[config.mk]
export PLATFORM = sky130hd
export DESIGN_NAME = sorted_priority_task_queue
export DESIGN_NICKNAME = d
export VERILOG_FILES = /design/src/sv/spq_pkg.sv /design/src/sv/spq_cell.sv /design/src/sv/sorted_priority_task_queue.sv
export SDC_FILE = /design/constraint.sdc
export NUM_CORES = 2
export LEC_CHECK = 0
export BUFFER_PORTS_ARGS = -buffer_cell sky130_fd_sc_hd__buf_2
export CORE_ASPECT_RATIO = 1.5
export CORE_UTILIZATION = 45
export CTS_BUF_LIST = sky130_fd_sc_hd__clkbuf_8
export DETAILED_ROUTE_END_ITERATION = 8
export PLACE_DENSITY = 0.64
export SETUP_SLACK_MARGIN = 0.15
export SYNTH_ARGS = -nofsm -noshare
export SYNTH_HDL_FRONTEND = slang
export SYNTH_HIERARCHICAL = 1
export SYNTH_SLANG_ARGS = --single-unit
[constraint.sdc]
create_clock -name clk_i -period 8.5 [get_ports clk_i]
set_clock_uncertainty 0.15 [all_clocks]
set_input_delay 1.7 -clock clk_i [delete_from_list [all_inputs] [get_ports clk_i]]
set_output_delay 1.7 -clock clk_i [all_outputs]
set_load 0.005 [all_outputs]
[src/sv/spq_pkg.sv]
// Package for the sorted priority task queue.
// Holds operation codes, controller states, cell commands and default sizes.
// No dependencies.
package spq_pkg;

  localparam int QUEUE_DEPTH_DEF   = 16;
  localparam int PAYLOAD_BITS_DEF  = 32;
  localparam int PRIORITY_BITS_DEF = 16;
  localparam int FUNC_BITS         = 3;

  typedef enum logic [FUNC_BITS-1:0] {
    FUNC_APPEND     = 3'd0,
    FUNC_INSERT     = 3'd1,
    FUNC_POP        = 3'd2,
    FUNC_PEEK       = 3'd3,
    FUNC_ITER_FIRST = 3'd4,
    FUNC_ITER_NEXT  = 3'd5,
    FUNC_CLEAR      = 3'd6
  } func_e;

  typedef enum logic [1:0] {
    ST_IDLE,
    ST_SWEEP,
    ST_APPLY
  } state_e;

  typedef enum logic [1:0] {
    CELL_HOLD,
    CELL_APPEND,
    CELL_INSERT,
    CELL_POP
  } cell_op_e;

  typedef struct packed {
    cell_op_e op;
  } cell_ctrl_t;

endpackage

[src/sv/spq_cell.sv]
// One queue slot of the sorted priority task queue chain.
// Holds an entry, an insert-position prefix flag and a read-bus stage.
// Depends on spq_pkg.
module spq_cell import spq_pkg::*; #(
  parameter int IDX           = 0,
  parameter int QUEUE_DEPTH   = QUEUE_DEPTH_DEF,
  parameter int PRIORITY_BITS = PRIORITY_BITS_DEF,
  parameter int PAYLOAD_BITS  = PAYLOAD_BITS_DEF
) (
  input  logic                         clk_i,
  input  cell_ctrl_t                   ctrl_i,
  input  logic [$clog2(QUEUE_DEPTH+1)-1:0] count_i,
  input  logic [$clog2(QUEUE_DEPTH)-1:0]   rd_idx_i,
  input  logic [PRIORITY_BITS-1:0]     new_pri_i,
  input  logic [PAYLOAD_BITS-1:0]      new_pay_i,
  input  logic [PRIORITY_BITS-1:0]     prev_pri_i,
  input  logic [PAYLOAD_BITS-1:0]      prev_pay_i,
  input  logic                         prev_hit_i,
  input  logic [PRIORITY_BITS-1:0]     next_pri_i,
  input  logic [PAYLOAD_BITS-1:0]      next_pay_i,
  input  logic [PRIORITY_BITS-1:0]     next_rd_pri_i,
  input  logic [PAYLOAD_BITS-1:0]      next_rd_pay_i,
  output logic [PRIORITY_BITS-1:0]     pri_o,
  output logic [PAYLOAD_BITS-1:0]      pay_o,
  output logic                         hit_o,
  output logic [PRIORITY_BITS-1:0]     rd_pri_o,
  output logic [PAYLOAD_BITS-1:0]      rd_pay_o
);

  localparam int CNT_BITS = $clog2(QUEUE_DEPTH + 1);
  localparam int IDX_BITS = $clog2(QUEUE_DEPTH);

  logic [PRIORITY_BITS-1:0] pri_q, pri_d;
  logic [PAYLOAD_BITS-1:0]  pay_q, pay_d;
  logic                     hit_q, hit_d;
  logic [PRIORITY_BITS-1:0] rd_pri_q, rd_pri_d;
  logic [PAYLOAD_BITS-1:0]  rd_pay_q, rd_pay_d;
  logic                     occ, at_tail, sel, ins_here;

  assign occ      = CNT_BITS'(IDX) < count_i;
  assign at_tail  = CNT_BITS'(IDX) == count_i;
  assign sel      = rd_idx_i == IDX_BITS'(IDX);
  assign ins_here = (hit_q && !prev_hit_i) || (!hit_q && at_tail);

  always_comb begin
    hit_d    = prev_hit_i | (occ && (new_pri_i > pri_q));
    rd_pri_d = sel ? pri_q : next_rd_pri_i;
    rd_pay_d = sel ? pay_q : next_rd_pay_i;
    pri_d    = pri_q;
    pay_d    = pay_q;
    case (ctrl_i.op)
      CELL_APPEND: begin
        if (at_tail) begin
          pri_d = new_pri_i;
          pay_d = new_pay_i;
        end
      end
      CELL_INSERT: begin
        if (ins_here) begin
          pri_d = new_pri_i;
          pay_d = new_pay_i;
        end else if (hit_q) begin
          pri_d = prev_pri_i;
          pay_d = prev_pay_i;
        end
      end
      CELL_POP: begin
        pri_d = next_pri_i;
        pay_d = next_pay_i;
      end
      default: begin
      end
    endcase
  end

  always_ff @(posedge clk_i) begin
    pri_q    <= pri_d;
    pay_q    <= pay_d;
    hit_q    <= hit_d;
    rd_pri_q <= rd_pri_d;
    rd_pay_q <= rd_pay_d;
  end

  assign pri_o    = pri_q;
  assign pay_o    = pay_q;
  assign hit_o    = hit_q;
  assign rd_pri_o = rd_pri_q;
  assign rd_pay_o = rd_pay_q;

endmodule

[src/sv/sorted_priority_task_queue.sv]
// Top level of the sorted priority task queue: controller and chain of slots.
// Depends on spq_pkg and spq_cell.
//
//   channel | valid       | ready       | payload
//   input   | in_valid_i  | in_ready_o  | func_i, entry_priority_i, entry_payload_i
//   result  | out_valid_o | out_ready_i | ok_o, queue_empty_o, out_priority_o, out_payload_o
//
// Append, pop, peek, iterate first, clear: go from idle to the apply state, which
// waits for a free output register and registers the result. Insert and iterate
// next first pass the sweep state, while the position flag and read bus ripple one slot per cycle.
// Reset clears the entry count, cursor and controller; slots need no clearing.
// A result waits in the output register; the next transaction is accepted
// meanwhile and its update holds until that register is free.
module sorted_priority_task_queue import spq_pkg::*; #(
  parameter int QUEUE_DEPTH   = QUEUE_DEPTH_DEF,
  parameter int PAYLOAD_BITS  = PAYLOAD_BITS_DEF,
  parameter int PRIORITY_BITS = PRIORITY_BITS_DEF
) (
  input  logic                     clk_i,
  input  logic                     rst_ni,
  input  logic                     in_valid_i,
  output logic                     in_ready_o,
  input  logic [FUNC_BITS-1:0]     func_i,
  input  logic [PRIORITY_BITS-1:0] entry_priority_i,
  input  logic [PAYLOAD_BITS-1:0]  entry_payload_i,
  output logic                     out_valid_o,
  input  logic                     out_ready_i,
  output logic                     ok_o,
  output logic                     queue_empty_o,
  output logic [PRIORITY_BITS-1:0] out_priority_o,
  output logic [PAYLOAD_BITS-1:0]  out_payload_o
);

  localparam int CNT_BITS = $clog2(QUEUE_DEPTH + 1);
  localparam int IDX_BITS = $clog2(QUEUE_DEPTH);
  localparam int NXT_BITS = IDX_BITS + 1;

  state_e                   state_q, state_d;
  logic [IDX_BITS-1:0]      sweep_q, sweep_d;
  func_e                    func_q, func_d;
  logic [PRIORITY_BITS-1:0] pri_q, pri_d;
  logic [PAYLOAD_BITS-1:0]  pay_q, pay_d;
  logic [CNT_BITS-1:0]      count_q, count_d;
  logic [IDX_BITS-1:0]      cursor_q, cursor_d;
  logic                     cur_valid_q, cur_valid_d;
  logic                     out_valid_q, out_valid_d;
  logic                     ok_q, ok_d;
  logic                     empty_q, empty_d;
  logic [PRIORITY_BITS-1:0] opri_q, opri_d;
  logic [PAYLOAD_BITS-1:0]  opay_q, opay_d;
  cell_ctrl_t               ctrl;
  logic                     full, empty, out_free;
  logic [NXT_BITS-1:0]      nxt;
  logic [IDX_BITS-1:0]      rd_idx;

  logic [PRIORITY_BITS-1:0] c_pri    [QUEUE_DEPTH];
  logic [PAYLOAD_BITS-1:0]  c_pay    [QUEUE_DEPTH];
  logic                     c_hit    [QUEUE_DEPTH];
  logic [PRIORITY_BITS-1:0] c_rd_pri [QUEUE_DEPTH];
  logic [PAYLOAD_BITS-1:0]  c_rd_pay [QUEUE_DEPTH];

  assign full     = count_q == CNT_BITS'(QUEUE_DEPTH);
  assign empty    = count_q == '0;
  assign nxt      = {1'b0, cursor_q} + NXT_BITS'(1);
  assign rd_idx   = nxt[IDX_BITS-1:0];
  assign out_free = !out_valid_q || out_ready_i;

  always_comb begin
    state_d     = state_q;
    sweep_d     = sweep_q;
    func_d      = func_q;
    pri_d       = pri_q;
    pay_d       = pay_q;
    count_d     = count_q;
    cursor_d    = cursor_q;
    cur_valid_d = cur_valid_q;
    out_valid_d = out_valid_q && !out_ready_i;
    ok_d        = ok_q;
    empty_d     = empty_q;
    opri_d      = opri_q;
    opay_d      = opay_q;
    ctrl.op     = CELL_HOLD;
    in_ready_o  = state_q == ST_IDLE;
    case (state_q)
      ST_IDLE: begin
        if (in_valid_i) begin
          func_d  = func_e'(func_i);
          pri_d   = entry_priority_i;
          pay_d   = entry_payload_i;
          sweep_d = '0;
          if (func_e'(func_i) == FUNC_INSERT || func_e'(func_i) == FUNC_ITER_NEXT) begin
            state_d = ST_SWEEP;
          end else begin
            state_d = ST_APPLY;
          end
        end
      end
      ST_SWEEP: begin
        sweep_d = sweep_q + IDX_BITS'(1);
        if (sweep_q == IDX_BITS'(QUEUE_DEPTH - 1)) begin
          state_d = ST_APPLY;
        end
      end
      ST_APPLY: begin
        if (out_free) begin
          state_d     = ST_IDLE;
          out_valid_d = 1'b1;
          ok_d        = 1'b0;
          opri_d      = '0;
          opay_d      = '0;
          case (func_q)
            FUNC_APPEND: begin
              if (!full) begin
                ctrl.op = CELL_APPEND;
                count_d = count_q + CNT_BITS'(1);
                ok_d    = 1'b1;
              end
            end
            FUNC_INSERT: begin
              if (!full) begin
                ctrl.op     = CELL_INSERT;
                count_d     = count_q + CNT_BITS'(1);
                cur_valid_d = 1'b0;
                ok_d        = 1'b1;
              end
            end
            FUNC_POP: begin
              if (!empty) begin
                ctrl.op     = CELL_POP;
                count_d     = count_q - CNT_BITS'(1);
                cur_valid_d = 1'b0;
                ok_d        = 1'b1;
                opri_d      = c_pri[0];
                opay_d      = c_pay[0];
              end
            end
            FUNC_PEEK: begin
              if (!empty) begin
                ok_d   = 1'b1;
                opri_d = c_pri[0];
                opay_d = c_pay[0];
              end
            end
            FUNC_ITER_FIRST: begin
              if (!empty) begin
                cursor_d    = '0;
                cur_valid_d = 1'b1;
                ok_d        = 1'b1;
                opri_d      = c_pri[0];
                opay_d      = c_pay[0];
              end
            end
            FUNC_ITER_NEXT: begin
              if (cur_valid_q && (nxt < NXT_BITS'(count_q))) begin
                cursor_d = rd_idx;
                ok_d     = 1'b1;
                opri_d   = c_rd_pri[0];
                opay_d   = c_rd_pay[0];
              end
            end
            FUNC_CLEAR: begin
              count_d     = '0;
              cur_valid_d = 1'b0;
              ok_d        = 1'b1;
            end
            default: begin
            end
          endcase
          empty_d = count_d == '0;
        end
      end
      default: begin
        state_d = ST_IDLE;
      end
    endcase
  end

  always_ff @(posedge clk_i or negedge rst_ni) begin
    if (!rst_ni) begin
      state_q     <= ST_IDLE;
      sweep_q     <= '0;
      count_q     <= '0;
      cursor_q    <= '0;
      cur_valid_q <= 1'b0;
      out_valid_q <= 1'b0;
    end else begin
      state_q     <= state_d;
      sweep_q     <= sweep_d;
      count_q     <= count_d;
      cursor_q    <= cursor_d;
      cur_valid_q <= cur_valid_d;
      out_valid_q <= out_valid_d;
    end
  end

  always_ff @(posedge clk_i) begin
    func_q  <= func_d;
    pri_q   <= pri_d;
    pay_q   <= pay_d;
    ok_q    <= ok_d;
    empty_q <= empty_d;
    opri_q  <= opri_d;
    opay_q  <= opay_d;
  end

  for (genvar g = 0; g < QUEUE_DEPTH; g++) begin : g_cell
    logic [PRIORITY_BITS-1:0] prev_pri, next_pri, next_rd_pri;
    logic [PAYLOAD_BITS-1:0]  prev_pay, next_pay, next_rd_pay;
    logic                     prev_hit;
    if (g == 0) begin : g_head
      assign prev_pri = '0;
      assign prev_pay = '0;
      assign prev_hit = 1'b0;
    end else begin : g_body
      assign prev_pri = c_pri[g-1];
      assign prev_pay = c_pay[g-1];
      assign prev_hit = c_hit[g-1];
    end
    if (g == QUEUE_DEPTH - 1) begin : g_tail
      assign next_pri    = '0;
      assign next_pay    = '0;
      assign next_rd_pri = '0;
      assign next_rd_pay = '0;
    end else begin : g_link
      assign next_pri    = c_pri[g+1];
      assign next_pay    = c_pay[g+1];
      assign next_rd_pri = c_rd_pri[g+1];
      assign next_rd_pay = c_rd_pay[g+1];
    end
    spq_cell #(
      .IDX           (g),
      .QUEUE_DEPTH   (QUEUE_DEPTH),
      .PRIORITY_BITS (PRIORITY_BITS),
      .PAYLOAD_BITS  (PAYLOAD_BITS)
    ) u_cell (
      .clk_i         (clk_i),
      .ctrl_i        (ctrl),
      .count_i       (count_q),
      .rd_idx_i      (rd_idx),
      .new_pri_i     (pri_q),
      .new_pay_i     (pay_q),
      .prev_pri_i    (prev_pri),
      .prev_pay_i    (prev_pay),
      .prev_hit_i    (prev_hit),
      .next_pri_i    (next_pri),
      .next_pay_i    (next_pay),
      .next_rd_pri_i (next_rd_pri),
      .next_rd_pay_i (next_rd_pay),
      .pri_o         (c_pri[g]),
      .pay_o         (c_pay[g]),
      .hit_o         (c_hit[g]),
      .rd_pri_o      (c_rd_pri[g]),
      .rd_pay_o      (c_rd_pay[g])
    );
  end

  assign out_valid_o    = out_valid_q;
  assign ok_o           = ok_q;
  assign queue_empty_o  = empty_q;
  assign out_priority_o = opri_q;
  assign out_payload_o  = opay_q;

  a_count_bound: assert property (@(posedge clk_i) disable iff (!rst_ni)
    count_q <= CNT_BITS'(QUEUE_DEPTH))
    else $error("entry count above queue depth");

  a_cursor_in_range: assert property (@(posedge clk_i) disable iff (!rst_ni)
    cur_valid_q |-> (NXT_BITS'(cursor_q) < NXT_BITS'(count_q)))
    else $error("valid cursor beyond last entry");

  a_fail_zero: assert property (@(posedge clk_i) disable iff (!rst_ni)
    (out_valid_q && !ok_q) |-> (opri_q == '0 && opay_q == '0))
    else $error("failed transaction carries entry data");

  a_hold_full: assert property (@(posedge clk_i) disable iff (!rst_ni)
    (state_q == ST_APPLY && out_valid_q && !out_ready_i) |=> $stable(count_q))
    else $error("queue changed while result stalled");

endmodule
==> qor.txt <==
Seq/Total Area, Yosys: 0.537
CP max FO: 49
Commonest cells after routing, fill and taps aside: o22ai_1, edfxtp_1, dfxtp_1, mux2_2, a21oi_1
DR iter-0 viols: 4,130
Maximum Capacitance Violations: 0
Hold slack: 0.276 ns
Post-DP HPWL: 138,000 um
Final core utilization: 0.497
FMAX: 201 MHz
PwrDens: 307 nW/um^2
# fillers: 15,400
Worst slew pin tran: 1.33 ns
Footprint of the multi-input gates: 33,500 sq um
Post-synth EDFFs: 869
Top cell type's share of synthesized area: 0.332
Vias in the first global route: 57,500
Initial antenna violation count: 1
Setup-failing EPs final: 0
Synthesized area per cell: 11.8 sq um
Yosys top cell by area: edfxtp_1
Drt via density: 5.94
CP max stage delay: 0.85 ns
Synth cell types: 88
Die width: 343 um
Cell count after synthesis: 6,644
Wire per inst: 21.6 um
Share of cells above drive strength 1: 0.249
DIE AREA: 176,000 sq um
Crit share post-route: 0.586
Port bufs: 106
Cell Area, Synth: 78,700 sq um
Total GRT Usage: 0.221
Placer Congestion: 0.858
Initial Utilization: 0.454
RSZ-0062 raised after global routing: false
Std cell rows: 187
Sink Count: 1,670
Post-Layout Cell Count: 9,241
Reg area: 42,200 sq um
Max Slew Vio Count: 0
Kind of critical path: flip-flop to flip-flop
Critical path required time: 8.95 ns
Drt pass-1 iters: 6
Worst skew pair latency: 0.97 ns
GRT overflow: 0
VDD IR max: 0.266 mV
CP Capture Type: flip-flop
Largest cells by area after synthesis: edfxtp_1, dfxtp_1, mux2_2
TNS Setup: 0 ns
Cts hold-fix bufs: 0
Post-synthesis async set-or-reset flop share: 0.0102
Core area: 173,000 sq um
Startpoint class of the critical path: flip-flop
Routed Antenna Nets: 0
CTS resizes: 0
Nets: 7,076
Crit-path cells: buf_4 -> inv_1 -> ha_1 -> nor3b_2 -> nand2_1 -> nand3_1 -> nor2_4 -> buf_4 -> inv_1 -> buf_4 -> a2bb2oi_4 -> buf_4
H-tree Lvls: 4
Total CTS buffers: 235
CTS tree: built
First-pass GRT wire length: 319,000 um
Post-Route WL: 199,000 um
Slew Limit Headroom: 0.0918
Final hold violations: 0
Synth Register Bits: 1,670
Worst path arrival time: 5.42 ns
Synth Warn #: 6
Routed via count: 54,900
Pleak: 0.0311 uW
Area Overhead vs Synth: 9.53%
Min cycle time layout: 4.98 ns
Status: finished clean
Most frequent CP cell: buf_4
Placed cells: 8,788
Dominant synthesized flop cell: edfxtp_1
HP Class: flip-flop to flip-flop
Critical-path top delay cell: nor2_4
Clock Tree Buf Depth: 3
Commonest non-fill, non-tap cell in the layout: o22ai_1
Top Ports: 107
Post-CTS Setup Inserts: 0
Clock Pin Slew Worst Setup and Hold Paths: 0.07 ns
Die Y-Extent: 514 um
DRC viols: 0
CTS root buf: clkbuf_8
Largest net degree at the start of global routing: 199
## stage by stage
step                      total power [uW]  cell area [sq um]  setup WS, ns
after global routing                 28000              86100          3.29
after global placement               20100              81500          3.00
after detailed placement             20400              81500          2.95
after CTS                            26600              86100          3.55
final                                26500              86100          3.52
after floorplan                      18400              79200          1.19
## flip-flops by register name (all words and copies together), names as in the netlist, 32 cells and up
| signal | flops |
|---|---|
| g_cell.u_cell/pay_o | 512 |
| g_cell.u_cell/rd_pay_o | 512 |
| g_cell.u_cell/pri_o | 256 |
| g_cell.u_cell/rd_pri_o | 256 |
| out_payload_o | 32 |
| pay_q | 32 |
## cell families (layout without fill, tap and decap cells)
family,Yosys count,count (layout),synth area share
buf+inv,833,1015,0.0500
flops,1670,1670,0.537
simple gates,451,451,0.0332
xor+xnor,4,4,0.000446
fa+ha+maj,264,264,0.0420
mux,698,698,0.0999
compound gates,2723,2723,0.238
other cells,1,148,0.0000477
## layout make-up
class / instances / share of cell area
tap: 2268 / 0.0329
clock inverter: 171 / 0.00959
timing repair buffer: 259 / 0.0201
inverter: 304 / 0.0132
multi-input combinational: 4287 / 0.389
clock buffer: 281 / 0.0449
antenna: 1 / 0.0000290
sequential: 1670 / 0.490
## worst paths after layout
check                                                    from                             to  slack [ns]  cells after the start
worst max-delay path                               count_q[1]    g_cell[15].u_cell/pay_o[12]        3.52                     12
worst min-delay path            g_cell[4].u_cell/rd_pay_o[17]  g_cell[3].u_cell/rd_pay_o[17]        0.28                      1
worst max register to register                     count_q[1]    g_cell[15].u_cell/pay_o[12]        3.52                     12
worst min register to register  g_cell[4].u_cell/rd_pay_o[17]  g_cell[3].u_cell/rd_pay_o[17]        0.28                      1
max in group asynchronous                              rst_ni                     count_q[3]        7.34                      1
min in group asynchronous                              rst_ni                     count_q[1]        0.55                      1
## metal layers
| metal | vias up | GRT usage | part of all wire |
|---|---|---|---|
| met5 | - | 0 | 0 |
| met1 | 26500 | 0.263 | 0.41 |
| met2 | 1778 | 0.404 | 0.52 |
| met3 | 381 | 0.0256 | 0.046 |
| met4 | 0 | 0.0828 | 0.030 |
| li1 | 26300 | - | - |
## cell usage after synthesis (14+ instances only)
library cell and number:
a211oi_1 25, a21o_1 33, a21oi_1 695, a21oi_2 141, a22o_1 53, a2bb2oi_1 55
buf_2 141, buf_4 33, buf_6 58, clkbuf_1 292, dfrtp_1 17, dfxtp_1 784
edfxtp_1 869, ha_1 264, inv_1 303, mux2_2 696, nand2_1 130, nand2b_1 62
nand3_1 34, nand4_1 64, nor2_1 34, nor2b_1 28, nor4_1 14, o211ai_1 17
o21ai_0 109, o22ai_1 1213, o22ai_2 230, o41ai_1 51, or3_1 18
## critical path, delay by kind of cell (launching register included)
kind,cells,cell delay [ns]
adder cells (fa/ha/maj),1,0.30
AO/OA/AOI/OAI,1,0.40
flip-flops,1,0.33
AND/OR/NAND/NOR,4,1.33
buffers and inverters,6,1.98
## where the power goes
group,total [uW],switching [uW],leakage (uW),internal [uW]
clock,6140,3090,0.00285,3050
combinational,8690,4790,0.0136,3910
sequential,11700,784,0.0147,10900
Note: power is estimated with default switching activity, not from simulation.
